### src/sv/vld_pkg.sv
// shared types and codes for the varint length and id deframer
`default_nettype none
package vld_pkg;

   // result kind carried on the rsp tuser field
   typedef enum logic [2:0] {
      ST_HDR      = 3'd0,
      ST_PAY      = 3'd1,
      ST_EMPTY    = 3'd2,
      ST_LEN_LONG = 3'd3,
      ST_ID_LONG  = 3'd4,
      ST_SHORT    = 3'd5
   } status_type;

   typedef enum logic [1:0] {
      PH_LEN = 2'd0,
      PH_ID  = 2'd1,
      PH_PAY = 2'd2
   } phase_type;

   // one classified stream byte as queued between front and back
   typedef struct packed {
      logic [7:0] raw;
      logic       more;
   } item_type;

   // queue handshake toward the back end
   typedef struct packed {
      logic     valid;
      item_type item;
   } queue_out_type;

endpackage
`default_nettype wire

### src/sv/vld_front.sv
// front end: byte intake, continuation classification and a two-entry queue
`default_nettype none
module vld_front (
   input  wire logic                  clock,
   input  wire logic                  reset,
   input  wire logic                  req_tvalid,
   output logic                       req_tready,
   input  wire logic [7:0]            req_tdata,
   output vld_pkg::queue_out_type     q_out,
   input  wire logic                  q_pop
);
   import vld_pkg::*;

   item_type    q_ff [2];
   logic        wr_ptr_ff, wr_ptr_in;
   logic        rd_ptr_ff, rd_ptr_in;
   logic [1:0]  count_ff, count_in;
   logic        push;
   logic        pop;
   item_type    new_item;

   assign req_tready = (count_ff != 2'd2);
   assign push       = req_tvalid && req_tready;
   assign pop        = q_pop && (count_ff != 2'd0);

   always_comb begin
      new_item.raw  = req_tdata;
      new_item.more = req_tdata[7];
      wr_ptr_in = push ? ~wr_ptr_ff : wr_ptr_ff;
      rd_ptr_in = pop ? ~rd_ptr_ff : rd_ptr_ff;
      count_in  = count_ff + {1'b0, push} - {1'b0, pop};
      q_out.valid = (count_ff != 2'd0);
      q_out.item  = q_ff[rd_ptr_ff];
   end

   always_ff @(posedge clock) begin
      if (reset) begin
         wr_ptr_ff <= 1'b0;
         rd_ptr_ff <= 1'b0;
         count_ff  <= 2'd0;
      end else begin
         wr_ptr_ff <= wr_ptr_in;
         rd_ptr_ff <= rd_ptr_in;
         count_ff  <= count_in;
      end
   end

   always_ff @(posedge clock) begin
      if (push) begin
         q_ff[wr_ptr_ff] <= new_item;
      end
   end

endmodule
`default_nettype wire

### src/sv/vld_back.sv
// back end: varint decoding, frame state and the result register
`default_nettype none
module vld_back #(
   parameter int MAX_VARINT_BYTES = 5
) (
   input  wire logic                  clock,
   input  wire logic                  reset,
   input  wire vld_pkg::queue_out_type q_out,
   output logic                       q_pop,
   output logic                       rsp_tvalid,
   input  wire logic                  rsp_tready,
   output logic [71:0]                rsp_tdata,
   output logic [2:0]                 rsp_tuser,
   output logic                       rsp_tlast
);
   import vld_pkg::*;

   localparam logic [2:0] MaxBytes = 3'(MAX_VARINT_BYTES);

   phase_type   phase_ff, phase_in;
   logic [31:0] acc_ff, acc_in;
   logic [2:0]  cnt_ff, cnt_in;
   logic [31:0] flen_ff, flen_in;
   logic [31:0] id_ff, id_in;
   logic [31:0] remain_ff, remain_in;

   logic        out_valid_ff, out_valid_in;
   status_type  status_ff, status_in;
   logic [7:0]  pbyte_ff, pbyte_in;
   logic [31:0] pid_ff, pid_in;
   logic [31:0] plen_ff, plen_in;
   logic        last_ff, last_in;

   logic [5:0]  shamt;
   logic [63:0] part;
   logic [31:0] acc_new;
   logic [2:0]  cnt_new;
   logic [31:0] cnt_wide;
   logic [31:0] remain_dec;
   logic        overlong;
   logic        pop;

   assign pop   = q_out.valid && (!out_valid_ff || rsp_tready);
   assign q_pop = pop;

   always_comb begin
      // shift by 7 * count, bits beyond 31 fall away
      shamt    = {cnt_ff, 3'b000} - {3'b000, cnt_ff};
      part     = 64'(q_out.item.raw[6:0]) << shamt;
      acc_new  = acc_ff | part[31:0];
      cnt_new  = cnt_ff + 3'd1;
      cnt_wide = 32'(cnt_new);
      overlong = q_out.item.more && (cnt_new >= MaxBytes);
      remain_dec = remain_ff - 32'd1;

      phase_in  = phase_ff;
      acc_in    = acc_ff;
      cnt_in    = cnt_ff;
      flen_in   = flen_ff;
      id_in     = id_ff;
      remain_in = remain_ff;
      status_in = ST_HDR;
      pbyte_in  = '0;
      pid_in    = '0;
      plen_in   = '0;
      last_in   = 1'b0;
      out_valid_in = out_valid_ff && !rsp_tready;

      if (pop) begin
         out_valid_in = 1'b1;
         unique case (phase_ff)
            PH_PAY: begin
               status_in = ST_PAY;
               pbyte_in  = q_out.item.raw;
               pid_in    = id_ff;
               plen_in   = flen_ff;
               remain_in = remain_dec;
               if (remain_dec == 32'd0) begin
                  last_in  = 1'b1;
                  phase_in = PH_LEN;
                  acc_in   = '0;
                  cnt_in   = '0;
               end
            end
            PH_ID: begin
               if (overlong) begin
                  status_in = ST_ID_LONG;
                  phase_in  = PH_LEN;
                  acc_in    = '0;
                  cnt_in    = '0;
               end else if (!q_out.item.more) begin
                  id_in  = acc_new;
                  acc_in = '0;
                  cnt_in = '0;
                  if (flen_ff < cnt_wide) begin
                     status_in = ST_SHORT;
                     phase_in  = PH_LEN;
                  end else begin
                     flen_in   = flen_ff - cnt_wide;
                     remain_in = flen_ff - cnt_wide;
                     if (flen_ff == cnt_wide) begin
                        status_in = ST_EMPTY;
                        pid_in    = acc_new;
                        last_in   = 1'b1;
                        phase_in  = PH_LEN;
                     end else begin
                        phase_in = PH_PAY;
                     end
                  end
               end else begin
                  acc_in = acc_new;
                  cnt_in = cnt_new;
               end
            end
            default: begin
               // length varint, also taken for the unused phase code
               if (overlong) begin
                  status_in = ST_LEN_LONG;
                  phase_in  = PH_LEN;
                  acc_in    = '0;
                  cnt_in    = '0;
               end else if (!q_out.item.more) begin
                  flen_in  = acc_new;
                  phase_in = PH_ID;
                  acc_in   = '0;
                  cnt_in   = '0;
               end else begin
                  acc_in = acc_new;
                  cnt_in = cnt_new;
               end
            end
         endcase
      end
   end

   always_ff @(posedge clock) begin
      if (reset) begin
         phase_ff     <= PH_LEN;
         acc_ff       <= '0;
         cnt_ff       <= '0;
         flen_ff      <= '0;
         id_ff        <= '0;
         remain_ff    <= '0;
         out_valid_ff <= 1'b0;
      end else begin
         phase_ff     <= phase_in;
         acc_ff       <= acc_in;
         cnt_ff       <= cnt_in;
         flen_ff      <= flen_in;
         id_ff        <= id_in;
         remain_ff    <= remain_in;
         out_valid_ff <= out_valid_in;
      end
   end

   always_ff @(posedge clock) begin
      if (pop) begin
         status_ff <= status_in;
         pbyte_ff  <= pbyte_in;
         pid_ff    <= pid_in;
         plen_ff   <= plen_in;
         last_ff   <= last_in;
      end
   end

   assign rsp_tvalid = out_valid_ff;
   assign rsp_tdata  = {plen_ff, pid_ff, pbyte_ff};
   assign rsp_tuser  = status_ff;
   assign rsp_tlast  = last_ff;

endmodule
`default_nettype wire

### src/sv/varint_length_id_deframer_top.sv
// top level of the varint length and id deframer
//
// req channel: one raw stream byte per beat on req_tdata.
// rsp channel: exactly one result beat per request beat, in order.
//   rsp_tuser is the status (header byte, payload byte, empty packet,
//   length too long, id too long, length below id size); rsp_tdata
//   carries the payload byte, packet id and payload length; rsp_tlast
//   marks the final payload byte or an empty packet.
// a request beat passes through the queue entry and then the result register.
// throughput: one byte per cycle while rsp_tready stays high, with a decode step
//   in the back end of one shift, OR and 32-bit compare per byte.
// a two-entry queue sits between intake and decode, and the result is
//   held in an output register, so intake keeps going while a result
//   waits; when rsp_tready stays low the queue fills and req_tready
//   drops once both entries are taken.
// reset (synchronous, active high) empties the queue and the result
//   register and sets the decoder to expect a new length varint.
`default_nettype none
module varint_length_id_deframer_top #(
   parameter int MAX_VARINT_BYTES = 5
) (
   input  wire logic        clock,
   input  wire logic        reset,
   input  wire logic        req_tvalid,
   output logic             req_tready,
   input  wire logic [7:0]  req_tdata,   // [7:0] stream_byte
   output logic             rsp_tvalid,
   input  wire logic        rsp_tready,
   output logic [71:0]      rsp_tdata,   // [7:0] payload_byte, [39:8] packet_id,
                                         // [71:40] payload_length
   output logic [2:0]       rsp_tuser,   // [2:0] status
   output logic             rsp_tlast
);
   import vld_pkg::*;

   queue_out_type q_out;
   logic          q_pop;

   vld_front u_front (
      .clock      (clock),
      .reset      (reset),
      .req_tvalid (req_tvalid),
      .req_tready (req_tready),
      .req_tdata  (req_tdata),
      .q_out      (q_out),
      .q_pop      (q_pop)
   );

   vld_back #(
      .MAX_VARINT_BYTES (MAX_VARINT_BYTES)
   ) u_back (
      .clock      (clock),
      .reset      (reset),
      .q_out      (q_out),
      .q_pop      (q_pop),
      .rsp_tvalid (rsp_tvalid),
      .rsp_tready (rsp_tready),
      .rsp_tdata  (rsp_tdata),
      .rsp_tuser  (rsp_tuser),
      .rsp_tlast  (rsp_tlast)
   );

endmodule
`default_nettype wire

### config.mk
export PLATFORM = sky130hd
export DESIGN_NAME = varint_length_id_deframer_top
export DESIGN_NICKNAME = d
export VERILOG_FILES = /design/src/sv/vld_pkg.sv /design/src/sv/vld_front.sv /design/src/sv/vld_back.sv /design/src/sv/varint_length_id_deframer_top.sv
export SDC_FILE = /design/constraint.sdc
export NUM_CORES = 1
export LEC_CHECK = 0
export BUFFER_PORTS_ARGS = -buffer_cell sky130_fd_sc_hd__clkbuf_2
export CAP_MARGIN = 20
export CORE_ASPECT_RATIO = 0.75
export CORE_MARGIN = 2
export CORE_UTILIZATION = 65
export DETAILED_ROUTE_END_ITERATION = 10
export PLACE_DENSITY_LB_ADDON = 0.1
export SYNTH_ARGS = -nofsm -noshare
export SYNTH_HDL_FRONTEND = slang
export SYNTH_SLANG_ARGS = --single-unit
### constraint.sdc
create_clock -name clock -period 8.1 [get_ports clock]
set_input_delay 0.81 -clock clock [delete_from_list [all_inputs] [get_ports clock]]
set_output_delay 0.81 -clock clock [all_outputs]
set_load 0.01 [all_outputs]
# Word level (Yosys, flattened, before mapping)
# Memory sizes are Yosys's and may differ from the RTL's. A register that Yosys moved wholly into a read port is not among the register bits.
# Index checks and enable logic that the tools add are counted.
# totals
register_bits,214
ramBits,18
in_bits,12
output_inout_bits,78
wordCells,102
n_memories,1
# mem_list
name,depth,word_bits,read_ports,rd_ports_with_merged_regs,write_ports,line_no,source
u_front.q_ff,2,9,1,1,1,vld_front.sv:14,item_type q_ff [2];
# classes
addsub,6
magnitude_cmp,2
eq_ne,10
n_shift,1
muxes,45
bitwise,6
reduce_logical,16
# op_table
operator,count
two-way mux 32 bit,13
case mux 32 bit (2 select lines),3
equality test 32 x 3 -> 1 bit,1
logical NOT 32 bit,1
< comparator 32 x 3 -> 1 bit,1
bitwise OR 32 bit,1
<< shifter 7 x 6 -> 32 bit,1
"subtractor 32 x 1 -> 32 bit, second input constant",1
subtractor 32 x 3 -> 32 bit,1
two-way mux 3 bit,7
two-way mux 2 bit,9
two-way mux 1 bit,10
AND reduction 5 bit,2
"!= test 2 bit, second input constant",4
AND reduction 4 bit,2
"!= test 3 bit, second input constant",2
case mux 3 bit (2 select lines),1
subtractor 6 x 3 -> 6 bit,1
logical AND 1 bit,5
NOT 1 bit,5
case mux 2 bit (2 select lines),1
nonzero test 2 bit,2
"adder 3 x 1 -> 3 bit, second input constant",1
"greater-or-equal comparator 3 bit, second input constant",1
9 further kinds,10

# Logic depth before layout (Yosys ltp)
# Gate-level depths: netlist (run 1).
# logic_depth
ltp_word,8
depth_mapped,13
depth_no_buf,11

# By module
# A second synthesis (run 1) with hierarchy kept.
# unflattened
hier_cells,1285
hier_area_um2,11770.0
# by_module_without_submodules
module,instances,cells_each,area_each_um2,seq_area_each_um2
vld_back,1,1230,10929.2,4964.8
vld_front,1,55,840.8,580.6

# Worst setup path before layout (run 1)
# No wires, ideal clock.
# synth_path
kind,input -> register
start,in rsp_tready
end,reg u_front.count_ff[1]
setup_ns,0.128
arrival_ns,4.344
required_ns,7.972
path_slack_ns,3.628
cell_stages,9
n_path_buf,0
path_cell_list,nand2b_1 -> o21ai_1 -> clkinv_1 -> ha_1 -> inv_1 -> ha_1 -> xor2_1 -> xnor2_1 -> nor2_1
# synth_between
elab_chain_cells,4
# synth_rtl
element,line_no,source
start: declaration,varint_length_id_deframer_top.sv:28,"input wire logic rsp_tready,"
logical OR 1 bit,vld_back.sv:43,assign pop = q_out.valid && (!out_valid_ff || rsp_tready);
logical AND 1 bit,vld_back.sv:43,
named net q_pop,varint_length_id_deframer_top.sv:37,logic q_pop;
logical AND 1 bit,vld_front.sv:24,assign pop = q_pop && (count_ff != 2'd0);
subtractor 2 x 1 -> 2 bit,vld_front.sv:31,"count_in = count_ff + {1'b0, push} - {1'b0, pop};"
end signal: assignment,vld_front.sv:44,count_ff <= count_in;
end: declaration,vld_front.sv:17,"logic [1:0] count_ff, count_in;"
# The timed path passes the listed nets, and every way through them passes these cells.
# A chain may end at the register's enable or synchronous reset.

# Worst setup path in the final report (run 1)
# layout_path
start,reg u_back.cnt_ff[0]
end,"reg u_back.pid_ff[7], data pin"
# layout_between
elab_chain_cells,8
word_cells_on_any_way,13
cone_classes,add/sub (2); order compare (2); eq/ne (1); shift (1); mux (5); bitwise (1); reduce/logical (1)
# layout_rtl
element,line_no,source
start: declaration,vld_back.sv:22,"logic [2:0] cnt_ff, cnt_in;"
start signal: assignment,vld_back.sv:148,cnt_ff <= cnt_in;
"parallel branches: the longest is 6 deep, another holds < comparator 32 x 3 -> 1 bit",-,
two-way mux 32 bit (*),vld_back.sv:86,if (overlong) begin
case mux 32 bit (2 select lines) (*),vld_back.sv:71,unique case (phase_ff)
named net u_back.pid_in[7],vld_back.sv:30,"logic [31:0] pid_ff, pid_in;"
end signal: assignment,vld_back.sv:160,pid_ff <= pid_in;
end: declaration,vld_back.sv:30,
# Mark *: on every way through the listed nets, which the timed path passes.

==> out/results.tsv, run 1 <==
metric	value	unit
max_stage_delay	0.74	ns
synth_seq_cells	231	
vias_per_cell	6.500	
cts_buffers	23	
internal_power	3.189	mW
post-dp-hpwl	21720	microns
end_kind	flip-flop	
final_common_cell	dfxtp_1	
grt_pass1_vias	9146	
yosysWarningCount	0	
initial_utilization	0.6627	
slew_headroom	0.1800	
drc	0	
hold_viol	0	
instances_no_fill	1608	
place.gp.congestion	1.005	
nNetsFinal	1372	
p_clk_frac	0.172	
slew_viol_final	0	
critPathMaxFanout	19	
mostFrequentLayoutCells	dfxtp_1 (139), nor2_1 (138), nand2_1 (134)	
grt_pass1_wl	50150	microns
synth.avg_cell_area	8.892	sq um
wl_per_cell	19.84	microns
async_flop_share	0	
ioPinCount	90	
gr-usage-all-layers	0.3288	
status	finished clean	
holdBufCountCts	0	
min_period_over_period	0.5889	
clock_skew	0.01124	ns
p_sw	2.833	mW
cp.required	8.35	ns
crit_chain	inv_1 -> ha_1 -> xnor2_1 -> ha_1 -> o21ai_1 -> nand4b_1 -> nor2_1 -> nor2_1 -> nand3_1 -> buf_8 -> o21ai_0	
post-cts-setup-buffer-count	0	
fp-row-count	42	
h-tree-depth	1	
tritoncts	yes	
place_inst	1564	
fp.dieH	120.2	microns
fillCellCount	1370	
rsz0062_at_grt	false	
synthDistinctLibCells	68	
finalPower	6.022	mW
routed-via-count	10450	
syn-instance-count	1316	
maxCapViolCount	0	
clockBufferDepth	3	
synthFlopType	dfxtp_1	
dieWidth	158.9	microns
grt_max_degree	86	
synth-seq-area-share	0.4739	
grt_remaining_overflow	0	
fin_crit	4.770	ns
power.leakage	4.661	nW
cts_resized	0	
setup_viol	0	
p_per_area	465.4	nW/um^2
antenna_found_initial	1	
clock.fmax	209.6	MHz
whs	0.4600	ns
cp_num_buf_inv	2	
hp-class	flip-flop to flip-flop	
drive_above_1_share	0.1253	
cts_num_sinks	231	
tns	0	ns
sw_frac_of_total	0.4705	
irDropWorstVdd	0.0003072	V
core_region_area	17660	sq um
drt-initial-drc-count	1316	
syn_nets	1340	
worstSetupStartpointType	flip-flop	
arrival	5.02	ns
cp_top_family	simple AND/OR/NAND/NOR gates	
clock_latency	0.52	ns
synth_edf_count	92	
clk_pin_slew_worst_paths	0.06	ns
worstSetupPathType	flip-flop to flip-flop	
first_pass_iters	5	
seq_power_share	0.281	
syn_area	11700	sq um
cts-root-buf	clkbuf_16	
cpMaxStageDelayCell	dfxtp_1	
ant_nets	0	
syn_to_final_growth	10.59	%
comb_power_share	0.546	
port_buffers	89	
routed_wl	31900	microns
tightest_slew	1.230	ns
multi_input_area	5705	sq um
regArea	5545	sq um
die_area	19100	sq um
## power groups by stage
stage               Sequential [mW]  Clock [mW]  Combinational (mW)
finish                         1.69        1.04                3.29
global route                   1.72        1.09                3.55
global placement               1.70           0                3.12
detailed placement             1.71           0                3.15
floorplan                      1.72           0                2.20
CTS                            1.69        1.04                3.18
## cell type report
class / instances / area share
multi-input combinational: 965 / 0.4409
sequential: 231 / 0.4285
tap: 242 / 0.02340
inverter: 23 / 0.006769
clock inverter: 11 / 0.007155
clock buffer: 31 / 0.04912
antenna: 1 / 0.0001934
timing repair buffer: 104 / 0.04390
## layer usage
| layer | GRT usage | routed length [microns] | up-vias |
|---|---|---|---|
| li1 | - | - | 4849 |
| met1 | 0.5086 | 14010 | 4866 |
| met2 | 0.4653 | 13130 | 662 |
| met3 | 0.06518 | 3762 | 75 |
| met4 | 0.1006 | 997 | 0 |
| met5 | 0 | 0 | - |
## stage by stage
step / setup slack, ns / utilization / area [sq um]
final: 3.330 / 0.7329 / 12940
after global routing: 2.949 / 0.7327 / 12940
after CTS: 3.475 / 0.7323 / 12930
after detailed placement: 3.459 / 0.6910 / 12200
after global placement: 3.461 / 0.6902 / 12190
after floorplan: 3.628 / - / 11700
## Yosys cell counts, types with 8 or more instances
library cell  instances  area (sq um)
inv_1                21         78.83
mux2i_1              12         120.1
and2_1               35         219.0
dfxtp_1             139          2783
ha_1                 12         150.1
nor2_1              141         529.3
xor2_1               16         140.1
nand3_1              29         145.1
nand4_1              14         87.58
o21ai_1              13         65.06
or4_1                45         337.8
o21ai_0             122         610.6
o211ai_1              8         60.06
clkbuf_1             87         326.6
nor3_1               38         190.2
nor4_1               21         131.4
a22oi_1              21         157.7
a211oi_1             36         270.3
nand2b_1             34         212.7
nand2_1             134         503.0
a21oi_1              84         420.4
mux2_2                8         90.09
xnor2_1              27         236.5
edfxtp_1             92          2763
or3_1                18         112.6
## sequential cells by signal, summed over array words and instances, names as in the netlist, named ones only
| signal | flops |
|---|---|
| u_back.rsp_tlast | 1 |
| u_front.wr_ptr_ff | 1 |
| u_back.id_ff | 32 |
| u_back.rsp_tvalid | 1 |
| u_back.pbyte_ff | 8 |
| u_front.count_ff | 2 |
| u_back.phase_ff | 2 |
| u_back.rsp_tuser | 3 |
| u_back.flen_ff | 32 |
| u_back.plen_ff | 32 |
| u_back.acc_ff | 32 |
| u_front.rd_ptr_ff | 1 |
| u_front.q_ff | 16 |
| u_back.pid_ff | 32 |
| u_back.cnt_ff | 3 |
| u_back.remain_ff | 32 |
## cell families (layout without fill, tap and decap cells)
logic type      after synthesis  in the layout  share of synthesized area
buf+inv                     120            169                    0.04234
simple gates                547            547                     0.2392
other cells                   0              1                          0
flops                       231            231                     0.4739
mux                          25             25                    0.02759
xor+xnor                     43             43                    0.03219
fa+ha+maj                    12             12                    0.01283
compound gates              338            338                     0.1719
## final timing paths
check / start / end / slack (ns) / cells past startpoint
setup / recovery: u_back.cnt_ff[0] / u_back.pid_ff[7] / 3.33 / 11
hold / removal: u_back.flen_ff[0] / u_back.flen_ff[0] / 0.46 / 2
setup reg to reg: u_back.cnt_ff[0] / u_back.pid_ff[7] / 3.33 / 11
hold reg to reg: u_back.flen_ff[0] / u_back.flen_ff[0] / 0.46 / 2
## worst min-delay path: stages (launching register included)
cell     delay [ns]
dfxtp_1        0.31
nand2_1        0.05
a21oi_1        0.05
Note: power is estimated with default switching activity, not from simulation.
==> run 2: changes to the inputs <==
--- a/config.mk
+++ b/config.mk
@@ -9,7 +9,7 @@
 export CAP_MARGIN = 20
 export CORE_ASPECT_RATIO = 0.75
 export CORE_MARGIN = 2
-export CORE_UTILIZATION = 65
+export CORE_UTILIZATION = 61
 export DETAILED_ROUTE_END_ITERATION = 10
 export PLACE_DENSITY_LB_ADDON = 0.1
 export SYNTH_ARGS = -nofsm -noshare
==> constraint.sdc (replaced) <==
create_clock -name clock -period 4.85 [get_ports clock]
set_input_delay 0.485 -clock clock [delete_from_list [all_inputs] [get_ports clock]]
set_output_delay 0.485 -clock clock [all_outputs]
set_load 0.01 [all_outputs]
==> run 2 against run 1 <==
  * Via count down 0.75%
  * Register-to-register slack worse by 2.5 ns
  * Final area is 0.84% higher
  * Power grew 67%
  * Routed wire length is 1.2% higher
  * First-iteration DRC count shrank 3.4%
  * Clock skew grew 0.012 ns
  * Sequential power grew 68%
  * Worst setup slack worse by 2.5 ns
  * Combinational power is 63% higher
  * Utilization fell by 3.4 points
  * Critical endpoint is now u_back.acc_ff[7]
  * Largest power group unchanged
  * Highest routed layer unchanged
==> out/results.tsv, run 2 (synthesis results as in run 1) <==
metric	value	unit	change
status	finished clean		unchanged
wl_per_cell	19.92	microns	was 19.84 microns
rsz0062_at_grt	false		unchanged
multi_input_area	5703	sq um	was 5705 sq um
cts_resized	0		unchanged
drive_above_1_share	0.1289		was 0.1253
mostFrequentLayoutCells	nor2_1 (139), dfxtp_1 (139), nand2_1 (134)		was dfxtp_1 (139), nor2_1 (138), nand2_1 (134)
routed_wl	32270	microns	was 31,900 microns
fp-row-count	43		was 42
clock_latency	0.53	ns	was 0.52 ns
slew_headroom	0.2476		was 0.1800
grt_pass1_wl	50090	microns	was 50,150 microns
rr_worst_depth	12		was 11
grt_pass1_vias	9055		was 9,146
finish.utilization	0.6989		was 0.7329
routed-via-count	10370		was 10,450
cts-root-buf	clkbuf_16		unchanged
drc	0		unchanged
holdBufCountCts	0		unchanged
tightest_slew	1.129	ns	was 1.230 ns
worstHoldEndpoint	u_front.q_ff[1][2]		was u_back.flen_ff[0]
gr-usage-all-layers	0.3176		was 0.3288
worstSetupPathType	flip-flop to flip-flop		unchanged
p_per_area	772.0	nW/um^2	was 465.4 nW/um^2
hold_viol	0		unchanged
dieWidth	163.9	microns	was 158.9 microns
antenna_found_initial	0		was 1
core_region_area	18670	sq um	was 17,660 sq um
setup_viol	0		unchanged
maxCapViolCount	0		unchanged
use_met3	0.08125		was 0.06518
post-dp-hpwl	21600	microns	was 21,720 microns
clock.fmax	247.1	MHz	was 209.6 MHz
clockBufferDepth	3		unchanged
initial_utilization	0.6268		was 0.6627
place.gp.congestion	0.9195		was 1.005
min_from	req_tdata[1]		was u_back.flen_ff[0]
place_inst	1578		was 1,564
tritoncts	yes		unchanged
diodes	0		was 1
grt-busiest-layer	met1		unchanged
fin_crit	4.047	ns	was 4.770 ns
ant_nets	0		unchanged
r2r_slack	0.80	ns	was 3.33 ns
post-cts-setup-buffer-count	0		unchanged
instances_no_fill	1620		was 1,608
regArea	5545	sq um	unchanged
cts_num_sinks	231		unchanged
r2r-start	u_back.remain_ff[0]		was u_back.cnt_ff[0]
worstSetupStartpointType	flip-flop		unchanged
clock_skew	0.02297	ns	was 0.01124 ns
vias_per_cell	6.404		was 6.500
irDropWorstVdd	0.0004758	V	was 0.0003072 V
drt-initial-drc-count	1271		was 1,316
ioPinCount	90		unchanged
grt_use_met1	0.4796		was 0.5086
h-tree-depth	1		unchanged
tns	0	ns	unchanged
syn_to_final_growth	11.52	%	was 10.59%
critPathMaxFanout	40		was 19
arrival	4.44	ns	was 5.02 ns
cp.required	5.25	ns	was 8.35 ns
cts_buffers	23		unchanged
first_pass_iters	5		unchanged
min_period_over_period	0.8345		was 0.5889
grt_util_met2	0.4512		was 0.4653
die_area	20320	sq um	was 19,100 sq um
r2r-end	u_back.acc_ff[7]		was u_back.pid_ff[7]
whs_path_depth	1		was 2
clk_pin_slew_worst_paths	0.07	ns	was 0.06 ns
end_kind	flip-flop		unchanged
port_buffers	89		unchanged
fp.dieH	123.9	microns	was 120.2 microns
fillCellCount	1441		was 1,370
hp-class	primary input to flip-flop		was flip-flop to flip-flop
power.leakage	4.727	nW	was 4.661 nW
slew_viol_final	0		unchanged
finalPower	10.07	mW	was 6.022 mW
nNetsFinal	1380		was 1,372
grt_remaining_overflow	0		unchanged
grt_max_degree	113		was 86
## run 2: layout make-up
| type | count | area share |
|---|---|---|
| inverter | 23 | 0.006712 |
| sequential | 231 | 0.4250 |
| multi-input combinational | 965 | 0.4370 |
| tap | 247 | 0.02368 |
| clock buffer | 29 | 0.04583 |
| timing repair buffer | 112 | 0.04852 |
| clock inverter | 13 | 0.01323 |
## run 2: metal layers
layer	routed length [microns]	vias up
met1	14640	4908
li1	-	4882
met4	819	0
met3	3541	56
met5	0	-
met2	13270	528
## run 2: how the worst max path moves through the flow
| stage | startpoint | end | slack (ns) |
|---|---|---|---|
| after floorplan | rsp_tready | u_front.count_ff[1] | 0.70 |
| after global placement | u_back.remain_ff[0] | u_back.acc_ff[8] | 0.91 |
| after detailed placement | u_back.remain_ff[0] | u_back.acc_ff[9] | 0.79 |
| after CTS | u_back.remain_ff[0] | u_back.acc_ff[9] | 0.79 |
| after global routing | u_back.remain_ff[0] | u_back.acc_ff[7] | 0.52 |
| final | u_back.remain_ff[0] | u_back.acc_ff[7] | 0.80 |
## run 2: report_power, final
part	leakage, nW	switching (mW)	internal (mW)	total [mW]
registers	2.03	0.317	2.53	2.84
logic	2.32	3.47	1.89	5.36
clock network	0.375	0.776	1.09	1.87
## run 2: through the flow
stage               setup slack, ns  cell area [sq um]  hold slack (ns)
global route                 0.5191              13050           0.1572
global placement             0.9133              12280           0.4378
detailed placement           0.7895              12280           0.4572
CTS                          0.7923              13050           0.1558
floorplan                    0.7030              11700           0.4319
finish                       0.8027              13050           0.1652
## run 2: critical path, cell delays in order, from the launching register on
cell and delay (ns):
dfxtp_1 0.44, inv_1 0.07, ha_1 0.28, nor3b_1 0.18
buf_4 0.18, a21o_2 0.19, a2111oi_0 0.64, nand4_1 0.16
or4_1 0.56, o21a_2 0.46, nor2_1 0.39, buf_4 0.26
o21ai_0 0.10
